### config.mk
export PLATFORM = sky130hd
export DESIGN_NAME = gregorian_date_add_days
export DESIGN_NICKNAME = d
export VERILOG_FILES = /design/src/rtl/gdad_pkg.sv /design/src/rtl/gdad_alu.sv /design/src/rtl/gdad_ctrl.sv /design/src/rtl/gregorian_date_add_days.sv
export SDC_FILE = /design/constraint.sdc
export NUM_CORES = 1
export LEC_CHECK = 0
export BUFFER_PORTS_ARGS = -buffer_cell sky130_fd_sc_hd__buf_2
export CAP_MARGIN = 5
export CORE_MARGIN = 2
export CORE_UTILIZATION = 35
export CTS_CLUSTER_DIAMETER = 100
export DETAILED_ROUTE_END_ITERATION = 8
export PLACE_DENSITY = 0.57
export SYNTH_ARGS = -nofsm -noshare
export SYNTH_HDL_FRONTEND = slang
export SYNTH_SLANG_ARGS = --single-unit
### constraint.sdc
create_clock -name clk -period 6.4 [get_ports clk]
set_input_delay 1.28 -clock clk [delete_from_list [all_inputs] [get_ports clk]]
set_output_delay 1.28 -clock clk [all_outputs]
set_load 0.1 [all_outputs]
### src/rtl/gdad_pkg.sv
// Shared types, constants and calendar helpers for the Gregorian date adder.
// Used by every module of the block; depends on nothing else.
`default_nettype none

package gdad_pkg;

  // Field widths of the item ports
  localparam int DAY_W    = 5;
  localparam int MONTH_W  = 4;
  localparam int YEAR_W   = 14;
  localparam int DAYS_W   = 16;
  localparam int STATUS_W = 2;

  // Default limits
  localparam int unsigned DEF_MAX_ADD_DAYS = 65535;
  localparam int unsigned DEF_MAX_YEAR     = 9999;
  localparam int          DEF_ALU_W        = 17;

  // Year position inside the 400-year cycle
  localparam int R400_W = 9;
  localparam logic [R400_W-1:0] CYCLE_400     = 9'd400;
  localparam logic [R400_W-1:0] LAST_IN_CYCLE = 9'd399;
  localparam logic [R400_W-1:0] CENTURY_1     = 9'd100;
  localparam logic [R400_W-1:0] CENTURY_2     = 9'd200;
  localparam logic [R400_W-1:0] CENTURY_3     = 9'd300;

  // Result status codes
  localparam logic [STATUS_W-1:0] STATUS_OK       = 2'd0;
  localparam logic [STATUS_W-1:0] STATUS_BAD_DATE = 2'd1;
  localparam logic [STATUS_W-1:0] STATUS_CLAMPED  = 2'd2;

  // Months
  localparam logic [MONTH_W-1:0] MONTH_JAN = 4'd1;
  localparam logic [MONTH_W-1:0] MONTH_FEB = 4'd2;
  localparam logic [MONTH_W-1:0] MONTH_APR = 4'd4;
  localparam logic [MONTH_W-1:0] MONTH_JUN = 4'd6;
  localparam logic [MONTH_W-1:0] MONTH_SEP = 4'd9;
  localparam logic [MONTH_W-1:0] MONTH_NOV = 4'd11;
  localparam logic [MONTH_W-1:0] MONTH_DEC = 4'd12;

  // Month lengths
  localparam logic [DAY_W-1:0] DAYS_LONG   = 5'd31;
  localparam logic [DAY_W-1:0] DAYS_SHORT  = 5'd30;
  localparam logic [DAY_W-1:0] DAYS_LEAP   = 5'd29;
  localparam logic [DAY_W-1:0] DAYS_COMMON = 5'd28;

  typedef struct packed {
    logic [DAY_W-1:0]   start_day;
    logic [MONTH_W-1:0] start_month;
    logic [YEAR_W-1:0]  start_year;
    logic [DAYS_W-1:0]  days_to_add;
  } req_t;

  typedef struct packed {
    logic [DAY_W-1:0]    new_day;
    logic [MONTH_W-1:0]  new_month;
    logic [YEAR_W-1:0]   new_year;
    logic [STATUS_W-1:0] status;
  } rsp_t;

  typedef enum logic [2:0] {
    S_IDLE,
    S_REDUCE,
    S_CHECK,
    S_ADD,
    S_MONTH,
    S_DONE
  } state_t;

  typedef enum logic {
    ALU_SUB,
    ALU_ADD
  } alu_op_t;

  typedef enum logic [1:0] {
    SEL_REDUCE,
    SEL_MONTH,
    SEL_SUM
  } opnd_sel_t;

  // Datapath status seen by the sequencer
  typedef struct packed {
    logic take;
    logic range_bad;
    logic alu_ge;
    logic alu_gt;
    logic mon_last;
    logic year_last;
    logic out_free;
  } flags_t;

  // Sequencer commands to the datapath
  typedef struct packed {
    logic      busy;
    opnd_sel_t sel;
    alu_op_t   op;
    logic      load;
    logic      red_step;
    logic      set_bad;
    logic      sum_load;
    logic      month_step;
    logic      clamp;
    logic      finish;
  } ctrl_t;

  // Leap year from the year's position in the 400-year cycle
  function automatic logic is_leap(input logic [R400_W-1:0] r400);
    is_leap = (r400[1:0] == 2'b00) && (r400 != CENTURY_1) &&
              (r400 != CENTURY_2) && (r400 != CENTURY_3);
  endfunction

  function automatic logic [DAY_W-1:0] month_len(input logic [MONTH_W-1:0] m,
                                                 input logic leap);
    if (m == MONTH_FEB) begin
      month_len = leap ? DAYS_LEAP : DAYS_COMMON;
    end else if (m inside {MONTH_APR, MONTH_JUN, MONTH_SEP, MONTH_NOV}) begin
      month_len = DAYS_SHORT;
    end else begin
      month_len = DAYS_LONG;
    end
  endfunction

endpackage

`default_nettype wire

### src/rtl/gdad_alu.sv
// Shared add/subtract and compare unit of the date adder.
// Depends on gdad_pkg for the operation type.
`default_nettype none

module gdad_alu #(
  parameter int W = gdad_pkg::DEF_ALU_W
) (
  input  logic              [W-1:0] a,
  input  logic              [W-1:0] b,
  input  gdad_pkg::alu_op_t         op,
  output logic              [W-1:0] res,
  output logic                      ge,
  output logic                      gt
);
  import gdad_pkg::*;

  // Compare always, add or subtract on request
  always_comb begin
    ge  = (a >= b);
    gt  = (a > b);
    res = (op == ALU_ADD) ? (a + b) : (a - b);
  end

endmodule

`default_nettype wire

### src/rtl/gdad_ctrl.sv
// Sequencer of the date adder: walks one item through reduce, check, add
// and month steps. Depends on gdad_pkg for state, flag and command types.
`default_nettype none

module gdad_ctrl (
  input  logic             clk,
  input  logic             rst,
  input  gdad_pkg::flags_t flags,
  output gdad_pkg::ctrl_t  ctrl
);
  import gdad_pkg::*;

  state_t state;
  state_t state_next;

  always_ff @(posedge clk) begin
    if (rst) begin
      state <= S_IDLE;
    end else begin
      state <= state_next;
    end
  end

  // Next state
  always_comb begin
    state_next = state;
    case (state)
      S_IDLE: begin
        if (flags.take) begin
          state_next = flags.range_bad ? S_DONE : S_REDUCE;
        end
      end
      S_REDUCE: begin
        if (!flags.alu_ge) begin
          state_next = S_CHECK;
        end
      end
      S_CHECK: begin
        state_next = flags.alu_gt ? S_DONE : S_ADD;
      end
      S_ADD: begin
        state_next = S_MONTH;
      end
      S_MONTH: begin
        if (!flags.alu_gt || (flags.mon_last && flags.year_last)) begin
          state_next = S_DONE;
        end
      end
      S_DONE: begin
        if (flags.out_free) begin
          state_next = S_IDLE;
        end
      end
      default: begin
        state_next = S_IDLE;
      end
    endcase
  end

  // Commands
  always_comb begin
    ctrl = '0;
    ctrl.busy = (state != S_IDLE);
    ctrl.sel  = SEL_MONTH;
    ctrl.op   = ALU_SUB;
    case (state)
      S_IDLE: begin
        ctrl.load = flags.take;
      end
      S_REDUCE: begin
        ctrl.sel      = SEL_REDUCE;
        ctrl.red_step = flags.alu_ge;
      end
      S_CHECK: begin
        ctrl.set_bad = flags.alu_gt;
      end
      S_ADD: begin
        ctrl.sel      = SEL_SUM;
        ctrl.op       = ALU_ADD;
        ctrl.sum_load = 1'b1;
      end
      S_MONTH: begin
        ctrl.month_step = flags.alu_gt && !(flags.mon_last && flags.year_last);
        ctrl.clamp      = flags.alu_gt && flags.mon_last && flags.year_last;
      end
      S_DONE: begin
        ctrl.finish = flags.out_free;
      end
      default: begin
        ctrl.busy = 1'b1;
      end
    endcase
  end

endmodule

`default_nettype wire

### src/rtl/gregorian_date_add_days.sv
// Gregorian date adder: takes a date and a day count and returns the date
// that many days later, one item at a time. A single subtractor does all the
// work: it first finds the year's place in the 400-year leap cycle, one
// subtraction of 400 a cycle, then checks the day against its month, adds the
// count, and takes off one whole month per cycle. A date with a field out
// of range skips these steps and is echoed. Status 1 marks an invalid date
// echoed unchanged, status 2 a result clamped to 31/12/MAX_YEAR. req_stall
// stays high while an item is in work; a finished item waits in the output
// register. Depends on gdad_pkg, gdad_alu and gdad_ctrl.
`default_nettype none

module gregorian_date_add_days #(
  parameter int unsigned MAX_ADD_DAYS = gdad_pkg::DEF_MAX_ADD_DAYS,
  parameter int unsigned MAX_YEAR     = gdad_pkg::DEF_MAX_YEAR
) (
  input  logic           clk,
  input  logic           rst,
  input  logic           req_valid,
  output logic           req_stall,
  input  gdad_pkg::req_t req,
  output logic           rsp_valid,
  input  logic           rsp_stall,
  output gdad_pkg::rsp_t rsp
);
  import gdad_pkg::*;

  localparam int TW = $clog2(MAX_ADD_DAYS + 32);
  localparam int YW = $clog2(MAX_YEAR + 2);
  localparam int RW = (YW > R400_W) ? YW : R400_W;
  localparam int AW = (TW > RW) ? TW : RW;

  flags_t flags;
  ctrl_t  ctrl;

  req_t                item;
  logic [TW-1:0]       day_acc;
  logic [TW-1:0]       n_sat;
  logic [MONTH_W-1:0]  mon;
  logic [YW-1:0]       yr;
  logic [RW-1:0]       r400;
  logic [STATUS_W-1:0] st;

  logic [TW-1:0]    n_in;
  logic             range_bad;
  logic [DAY_W-1:0] mlen;
  logic [AW-1:0]    alu_a;
  logic [AW-1:0]    alu_b;
  logic [AW-1:0]    alu_res;
  logic             alu_ge;
  logic             alu_gt;

  // Screen fields and saturate the count
  always_comb begin
    range_bad = (req.start_day == '0) || (req.start_month == '0) ||
                (req.start_month > MONTH_DEC) || (req.start_year == '0) ||
                (32'(req.start_year) > MAX_YEAR);
    n_in = (32'(req.days_to_add) > MAX_ADD_DAYS) ? TW'(MAX_ADD_DAYS)
                                                 : TW'(req.days_to_add);
  end

  assign mlen = month_len(mon, is_leap(r400[R400_W-1:0]));

  // Select operands for the shared unit
  always_comb begin
    case (ctrl.sel)
      SEL_REDUCE: begin
        alu_a = AW'(r400);
        alu_b = AW'(CYCLE_400);
      end
      SEL_SUM: begin
        alu_a = AW'(day_acc);
        alu_b = AW'(n_sat);
      end
      default: begin
        alu_a = AW'(day_acc);
        alu_b = AW'(mlen);
      end
    endcase
  end

  gdad_alu #(
    .W (AW)
  ) u_alu (
    .a   (alu_a),
    .b   (alu_b),
    .op  (ctrl.op),
    .res (alu_res),
    .ge  (alu_ge),
    .gt  (alu_gt)
  );

  always_comb begin
    flags.take      = req_valid && !ctrl.busy;
    flags.range_bad = range_bad;
    flags.alu_ge    = alu_ge;
    flags.alu_gt    = alu_gt;
    flags.mon_last  = (mon == MONTH_DEC);
    flags.year_last = (yr == YW'(MAX_YEAR));
    flags.out_free  = !rsp_valid || !rsp_stall;
  end

  gdad_ctrl u_ctrl (
    .clk   (clk),
    .rst   (rst),
    .flags (flags),
    .ctrl  (ctrl)
  );

  assign req_stall = ctrl.busy;

  // Working registers
  always_ff @(posedge clk) begin
    if (ctrl.load) begin
      item    <= req;
      day_acc <= TW'(req.start_day);
      mon     <= req.start_month;
      yr      <= YW'(req.start_year);
      r400    <= RW'(req.start_year);
      n_sat   <= n_in;
      st      <= range_bad ? STATUS_BAD_DATE : STATUS_OK;
    end
    if (ctrl.red_step) begin
      r400 <= RW'(alu_res);
    end
    if (ctrl.set_bad) begin
      st <= STATUS_BAD_DATE;
    end
    if (ctrl.sum_load) begin
      day_acc <= TW'(alu_res);
    end
    // Take off one month, roll the year at December
    if (ctrl.month_step) begin
      day_acc <= TW'(alu_res);
      if (mon == MONTH_DEC) begin
        mon  <= MONTH_JAN;
        yr   <= yr + YW'(1);
        r400 <= (r400 == RW'(LAST_IN_CYCLE)) ? '0 : r400 + RW'(1);
      end else begin
        mon <= mon + MONTH_W'(1);
      end
    end
    if (ctrl.clamp) begin
      day_acc <= TW'(DAYS_LONG);
      mon     <= MONTH_DEC;
      yr      <= YW'(MAX_YEAR);
      st      <= STATUS_CLAMPED;
    end
  end

  // Output register
  always_ff @(posedge clk) begin
    if (ctrl.finish) begin
      if (st == STATUS_BAD_DATE) begin
        rsp.new_day   <= item.start_day;
        rsp.new_month <= item.start_month;
        rsp.new_year  <= item.start_year;
      end else begin
        rsp.new_day   <= DAY_W'(day_acc);
        rsp.new_month <= mon;
        rsp.new_year  <= YEAR_W'(yr);
      end
      rsp.status <= st;
    end
  end

  always_ff @(posedge clk) begin
    if (rst) begin
      rsp_valid <= 1'b0;
    end else if (ctrl.finish) begin
      rsp_valid <= 1'b1;
    end else if (!rsp_stall) begin
      rsp_valid <= 1'b0;
    end
  end

endmodule

`default_nettype wire

==> results.txt, run 1 <==
- The H-tree was split into 4 levels.
* Maximum clock insertion buffer count: 2
- Max-slew violation count: 0
- The die covers roughly 22000 µm².
* Area overhead of the layout relative to synthesis: 14.65%
* CTS tree: done
- Maximum clock frequency: 200.1 MHz
- Detailed Routing Iterations Pass 1: 5
* Required time at the endpoint of the critical path: 6.76 ns
- Dividing total power by cell area gives a power density of slightly above 600 nW/µm².
- DRC violation count after routing: 0
- Clock skew on the completed layout was measured at 0.008695 ns.
- STA classifies the critical path endpoint as a flip-flop.
- Pin count of the biggest net entering global routing: 70
- The hold violation total from the final report was 0.
- Share of cells above drive strength 1: 0.1691
- Number of distinct library cell variants in the gate-level netlist after synthesis: 78
* Final critical delay including setup and external delays: between 4 and 5 ns
- The first global-routing pass estimated 31910 µm of wire.
- The number of antenna violations at the first check in global routing is 0.
* Part of the cycle the worst path needs: 0.7810
- Total congestion overflow: 0
- The die is about 150 µm wide.
- Yosys mapped a number of flops with a built-in enable equal to 64.
- 70 I/O pins were placed.
- The analysis attributes to cell leakage a power of 3.431 nW.
* Routability cong.: between 0.8 and 0.9
- Endpoint with the worst hold slack: day_acc[6]$_SDFFE_PP0P_
- After synthesis, the most frequently instantiated cells are nand2_1 (133), edfxtp_1 (64), nor2_1 (62), a21oi_1 (61), dfxtp_1 (55).
* Sum of negative setup slack: 0 ns
- Clock buffers created by TritonCTS: 17
- Number of nets in the layout: 964
- In this run the register-to-register setup slack is between 1 and 1.5 ns.
* Result of the run: finished clean
* Kind of path behind the tightest hold check: flip-flop to flip-flop
- CTS placed an instance of clkbuf_16 at the clock tree root.
* Worst setup SP type: flip-flop
- In this run the critical register-to-register path is captured at day_acc[0]$_SDFFE_PP1P_.
- Wire length reported by the detailed router: 20120 µm
- The critical path in this run is classified as flip-flop to flip-flop.
- The most common cell in the synthesized netlist is nand2_1.
* Wire length per cell: roughly 17 µm
* Post_cts resized: 0
- Overall fraction of global-route tracks in use: 0.1855
- The core region is around 21000 µm².
- The placed instances occupy a cell area of 7910 µm².
* Avg Vias per Cell: about 5.4
- Cell count of the worst hold path: 2
* Ant diodes: 0
- Count of buffers added by post-CTS timing repair for setup: 0
* Post-CTS Hold Fix Bufs: 0
* Sequential area share after synthesis: 0.4078
- Syn Area/Cell: a little under 9 µm²
- In this run the cell area of the synthesized design comes to around 7400 µm².
- Signal arrival time at the worst endpoint: 5.36 ns
* Chip Height: 149.5 µm
- Hold path startpoint: day_acc[6]$_SDFFE_PP0P_
- For this run, the number of Yosys warnings is 0.
- Max cap viols: 0
* Number of setup violations in the final report: 0
* Num rows: 53
- Detailed placement ended at an HPWL of roughly 15000 µm.
* Clock slew seen by the registers of the worst setup and hold paths: 0.06 ns
* Max-Slew Margin vs Limit: 0.2632
- Via count of the first global-routing pass: between 5000 and 6000
* Largest fanout on the critical path: 23
- Maximum ir drop on the vdd rail: about 250 µV
- Cells after Synth: around 840
* Worst hold-check slack: about 0.46 ns
* Skew-Pair Late Insertion Delay: 0.43 ns
* Number of sinks on the clock net: about 120
* Total non-filler cell area in the finished layout: roughly 8500 µm²
* Number of nets with antenna violations after detailed routing: 0
* FFs w/ async S/R, synth: 0
- Setup repair after global routing left no endpoint under its margin.
* Number of vias after detailed routing: roughly 6400
* Starting density of the core: 0.3549
- Final setup margin: approximately 1.4 ns
* Reg-to-reg startpoint: u_ctrl.state[0]$_SDFFE_PP0P_
* Tightest Pin Transition: 1.101 ns
- Flop and latch count out of synthesis: 119
- Number of input and output port buffers inserted: 69
- Post-synth top area share: 0.2592
- In the post-synthesis netlist, the biggest area contributors are edfxtp_1 (26%), dfxtp_1 (15%), nand2_1 (6.7%), ha_1 (6.6%), a21oi_1 (4.1%).
- Mapped Nets: ~900
- The biggest area contributor in the post-synthesis netlist is edfxtp_1.
* Post-Route Utilization: 0.4069
* Post-Place Worst Slack: between 1 and 1.5 ns
* R2R depth: 12
- Most used DFF post-synth: edfxtp_1
- First DRT Iteration DRCs: 406
==> cells by family after synthesis <==
kind of cell,count (synthesis),share of synthesized area
buf+inv,95,0.05654
fa+ha+maj,41,0.07122
mux,21,0.03139
xor+xnor,33,0.03899
flops,119,0.4078
simple gates,310,0.1963
compound gates,219,0.1978
==> worst max-delay path, stage by stage (launching register included) <==
cell and delay [ns]:
dfxtp_1 0.56, nor2b_1 0.48, nand2_2 0.40, o21ai_0 0.69, ha_1 0.40, nor3_2 0.23, o311ai_1 0.18, and4_4 0.20
o21ai_4 0.23, nand4_2 0.31, nor2_1 0.94, o22ai_1 0.19, nand3_1 0.13
==> power by group <==
group / switching (mW) / internal (mW) / total [mW]
combinational: 1.85 / 1.06 / 2.91
sequential: 0.249 / 1.11 / 1.36
clock: 0.391 / 0.580 / 0.972
total: 2.49 / 2.75 / 5.25
==> worst max-delay path by stage <==
stage,slack (ns),startpoint,to
after CTS,1.42,u_ctrl.state[0]$_SDFFE_PP0P_,day_acc[0]$_SDFFE_PP1P_
after floorplan,2.48,r400[5]$_DFF_P_,day_acc[16]$_SDFFE_PP0P_
after detailed placement,1.44,u_ctrl.state[0]$_SDFFE_PP0P_,day_acc[0]$_SDFFE_PP1P_
after global placement,1.50,u_ctrl.state[0]$_SDFFE_PP0P_,day_acc[0]$_SDFFE_PP1P_
after global routing,0.87,u_ctrl.state[0]$_SDFFE_PP0P_,day_acc[0]$_SDFFE_PP1P_
final,1.40,u_ctrl.state[0]$_SDFFE_PP0P_,day_acc[0]$_SDFFE_PP1P_
==> state kept, by name, indices dropped and copies added (netlist names) <==
| name | cells |
|---|---|
| rsp | 25 |
| item | 23 |
| day_acc | 17 |
| n_sat | 16 |
| r400 | 14 |
| yr | 14 |
| mon | 4 |
| u_ctrl.state | 3 |
| st | 2 |
| rsp_valid | 1 |
==> cells in the final DEF, fill, tap and decap left out, types with 18 or more instances in the layout <==
| cell type | n |
|---|---|
| nand2_1 | 133 |
| buf_2 | 69 |
| edfxtp_1 | 64 |
| nor2_1 | 61 |
| a21oi_1 | 60 |
| dfxtp_1 | 55 |
| o21ai_0 | 48 |
| inv_1 | 40 |
| ha_1 | 39 |
| nand3_1 | 29 |
| xnor2_1 | 20 |
| mux2_2 | 18 |
==> area by class of cell <==
cell class / instances / area (µm²)
fill: 2114 / 12390
multi-input combinational: 624 / 3984
sequential: 119 / 3023
clock buffer: 17 / 425.4
timing repair buffer: 77 / 405.4
tap: 275 / 344.1
clock inverter: 15 / 163.9
inverter: 41 / 153.9
==> per-stage QoR <==
stage	instances	total power, mW
6_report	1168	5.247
5_1_grt	1168	5.642
4_1_cts	1168	5.231
3_5_place_dp	1136	4.237
3_3_place_gp	1136	4.237
2_1_floorplan	838	3.580
==> routing by layer <==
| layer | global-route usage | wire length [µm] | vias up |
|---|---|---|---|
| li1 | - | - | 3118 |
| met1 | 0.2630 | 9540 | 2961 |
| met2 | 0.2800 | 8766 | 243 |
| met3 | 0.04207 | 1441 | 38 |
| met4 | 0.05857 | 375 | 0 |
| met5 | 0 | 0 | - |
Note: power is estimated with default switching activity, not from simulation.
==> inputs of run 2 (changes only) <==
clock period = 4.8 ns   (was 6.4 ns; I/O delays follow)
==> run 2 against run 1 <==
Effect of this change: power up 37%; non-clock buffer count up 14; die area unchanged; global-route usage up 0.16 points; largest cell class unchanged; largest power group unchanged.
==> results.txt, run 2 (synthesis results as in run 1) <==
* Result of the run: finished clean
- Placeable core region: 20890 µm² (unchanged)
- The met3 usage in global routing came to 0.03811 (-0.003963).
* Power density normalized to cell area: 831.3 nW/µm² (+35%)
- Master of the slowest instance on the critical path: dfxtp_1
* Number of input and output port buffers inserted: 69 (unchanged)
- GR met2 Demand/Resource: 0.2970 (+0.01697)
- Overall fraction of global-route tracks in use: 0.1871 (+0.001601)
* Ant diodes: 0 (unchanged)
* Maximum clock frequency: 231.1 MHz (+16%)
- Starting density of the core: 0.3549 (unchanged)
* Tightest Pin Transition: 0.8431 ns (-0.2580 ns)
- Routability cong.: 0.8824 (-1.8%)
- The site row count came to 53 (unchanged).
- Kind of path behind the tightest hold check: flip-flop to flip-flop
- The first-pass detailed-route iteration total came to 7 (+2).
- The number of nets still failing antenna checks after routing was 0 (unchanged).
* Most common cell after layout, fill and taps aside: nand2_1
* CP cell instances: nor3b_1 -> a21oi_1 -> nor3b_1 -> a21oi_1 -> o31ai_1 -> a21oi_1 -> o311ai_1 -> nand2_1 -> ha_1 -> fa_1 -> a21o_1 -> a31oi_1 -> o21ai_0 -> a31oi_2 -> o21ai_1 -> a221oi_1 -> xor2_1 -> a221oi_1
- The number of antenna violations at the first check in global routing came to 0 (unchanged).
- The initial DRC count came to 479 (+18%).
- Setup repair after global routing left no endpoint under its margin.
- Multi-input combinational cell area: 3990 µm² (+0.16%)
- Buffer cell driving the clock tree root: clkbuf_16
* Clock buffers created by TritonCTS: 17 (unchanged)
- Longest individual stage delay on the worst path: 0.45 ns (-0.49 ns)
- In this run the most used layer during global routing was met2.
* Clock slew seen by the registers of the worst setup and hold paths: 0.06 ns (about the same)
* Share of cells above drive strength 1: 0.1819 (+0.01283)
- The reported max-cap violation count came to 0 (unchanged).
* Die footprint: 22360 µm² (unchanged)
- The total number of vias is 6506 (+2.3%).
- More flip-flops sit in one register than any other, and that register is rsp.
- The critical path data required time is 5.12 ns (-1.64 ns).
- Cell mode on critical path: a21oi_1
- The core occupancy in the finished layout came to 0.4140 (+0.007068).
- Maximum clock insertion buffer count: 2 (unchanged)
* Maximum ir drop on the vdd rail: 324.9 µV (+28%)
- Worst setup SP type: flip-flop
- Depth of the CTS H-tree: 4 (unchanged)
- The max-slew violation count came to 0 (unchanged).
* DRC violation count after routing: 0 (unchanged)
- Lkg Pwr: 3.519 nW (+2.6%)
* CTS tree: done
- Count of buffers added by post-CTS timing repair for setup: 0 (unchanged)
- Top cell family by delay on the critical path: compound AO/OA/AOI/OAI gates
* Largest fanout on the critical path: 8 (-65%)
- The met1 demand-to-capacity share in global routing is 0.2608 (-0.002255).
- The setup-violating endpoint count in the final report is 0 (unchanged).
- The count of buffer and inverter cells on the critical path came to 0 (unchanged).
- Max-Slew Margin vs Limit: 0.4327 (+0.1695)
- STA classifies the critical path endpoint as a flip-flop.
- Clk_skew: 0.01189 ns (+0.003200 ns)
- Worst setup slack for register-to-register paths: 0.47 ns (-0.93 ns)
- Die Width: 149.5 µm (unchanged)
- Signal arrival time at the worst endpoint: 4.65 ns (-0.71 ns)
- Wire length per cell: 17.44 µm (+1.2%)
* Total congestion overflow: 0 (unchanged)
- Area used by sequential logic in the layout: 3023 µm² (unchanged)
* Post-detailed-placement half-perimeter wirelength: 15180 µm (+3.7%)
* Post_cts resized: 0 (unchanged)
- Area overhead of the layout relative to synthesis: 16.64%
- Count of placed standard cells including taps: 1150 (+1.2%)
- Flip-flop count of the largest register, all copies and words added: 25 (unchanged)
- First-pass GRT wire length: 32450 µm (+1.7%)
- The clock net sink count came to 119 (unchanged).
* Crit Path Class: flip-flop to flip-flop
* Largest registers: rsp: 25 flops, item: 23 flops, day_acc: 17 flops
- Part of the cycle the worst path needs: 0.9015 (+0.1205)
* Sum of negative setup slack: 0 ns (unchanged)
- The total of hold buffers inserted after clock tree synthesis is 0 (unchanged).
- Via count of the first global-routing pass: 5935 (+0.73%)
* Final critical delay including setup and external delays: 4.327 ns (-0.6711 ns)
- The number of top-level pins is 70 (unchanged).
- Pin count of the biggest net entering global routing: 38 (-46%)
- In the layout the commonest cells are nand2_1 (133), buf_2 (69), edfxtp_1 (64).
- The final wirelength was 20620 µm (+2.4%).
- Avg Vias per Cell: 5.504 (+1.1%)
* Final instance count without filler cells: 1182 (+1.2%)
- The number of nets in the layout came to 978 (+1.5%).
- Fin. Hold Viols: 0 (unchanged)
- Skew-Pair Late Insertion Delay: 0.42 ns (about the same)
- Chip Height: 149.5 µm (unchanged)
* Fill cell count: 2109 (-0.24%)
run 2: worst reg2reg max path, delay by kind of cell (launching register included):
family                   cells  cell delay [ns]
AO/OA/AOI/OAI               12             2.49
XOR/XNOR                     1             0.11
adder cells (fa/ha/maj)      2             0.65
flip-flops                   1             0.45
AND/OR/NAND/NOR              3             0.52
run 2: area by class of cell:
type	instances	area share
Inverter	41	0.01780
Multi-Input combinational cell	624	0.4614
Timing Repair Buffer	91	0.05904
Clock inverter	14	0.02272
Clock buffer	18	0.04963
Tap cell	275	0.03979
Sequential cell	119	0.3496
run 2: stage by stage:
stage	hold WS [ns]	setup slack, ns	power (mW)	cell area, µm²
3_5_place_dp	0.4448	0.3312	5.757	8015
6_report	0.4484	0.4726	7.189	8647
4_1_cts	0.4516	0.2879	7.155	8641
2_1_floorplan	0.4233	0.8788	4.774	7413
5_1_grt	0.4761	0.05952	7.698	8647
3_3_place_gp	0.4386	0.3789	5.746	8015
run 2: routing by layer:
metal	part of all wire	up-vias
met5	0	-
li1	-	3138
met3	0.061	23
met4	0.013	0
met2	0.46	229
met1	0.46	3116
run 2: final timing paths:
kind / from / to / cells after the start
max: r400[5]$_DFF_P_ / day_acc[16]$_SDFFE_PP0P_ / 18
min: day_acc[7]$_SDFFE_PP0P_ / day_acc[7]$_SDFFE_PP0P_ / 2
max reg2reg: r400[5]$_DFF_P_ / day_acc[16]$_SDFFE_PP0P_ / 18
min reg2reg: day_acc[7]$_SDFFE_PP0P_ / day_acc[7]$_SDFFE_PP0P_ / 2
run 2: report_power, final:
group,internal (mW),switching [mW]
Sequential,1.49,0.310
Combinational,1.46,2.56
Clock,0.874,0.492
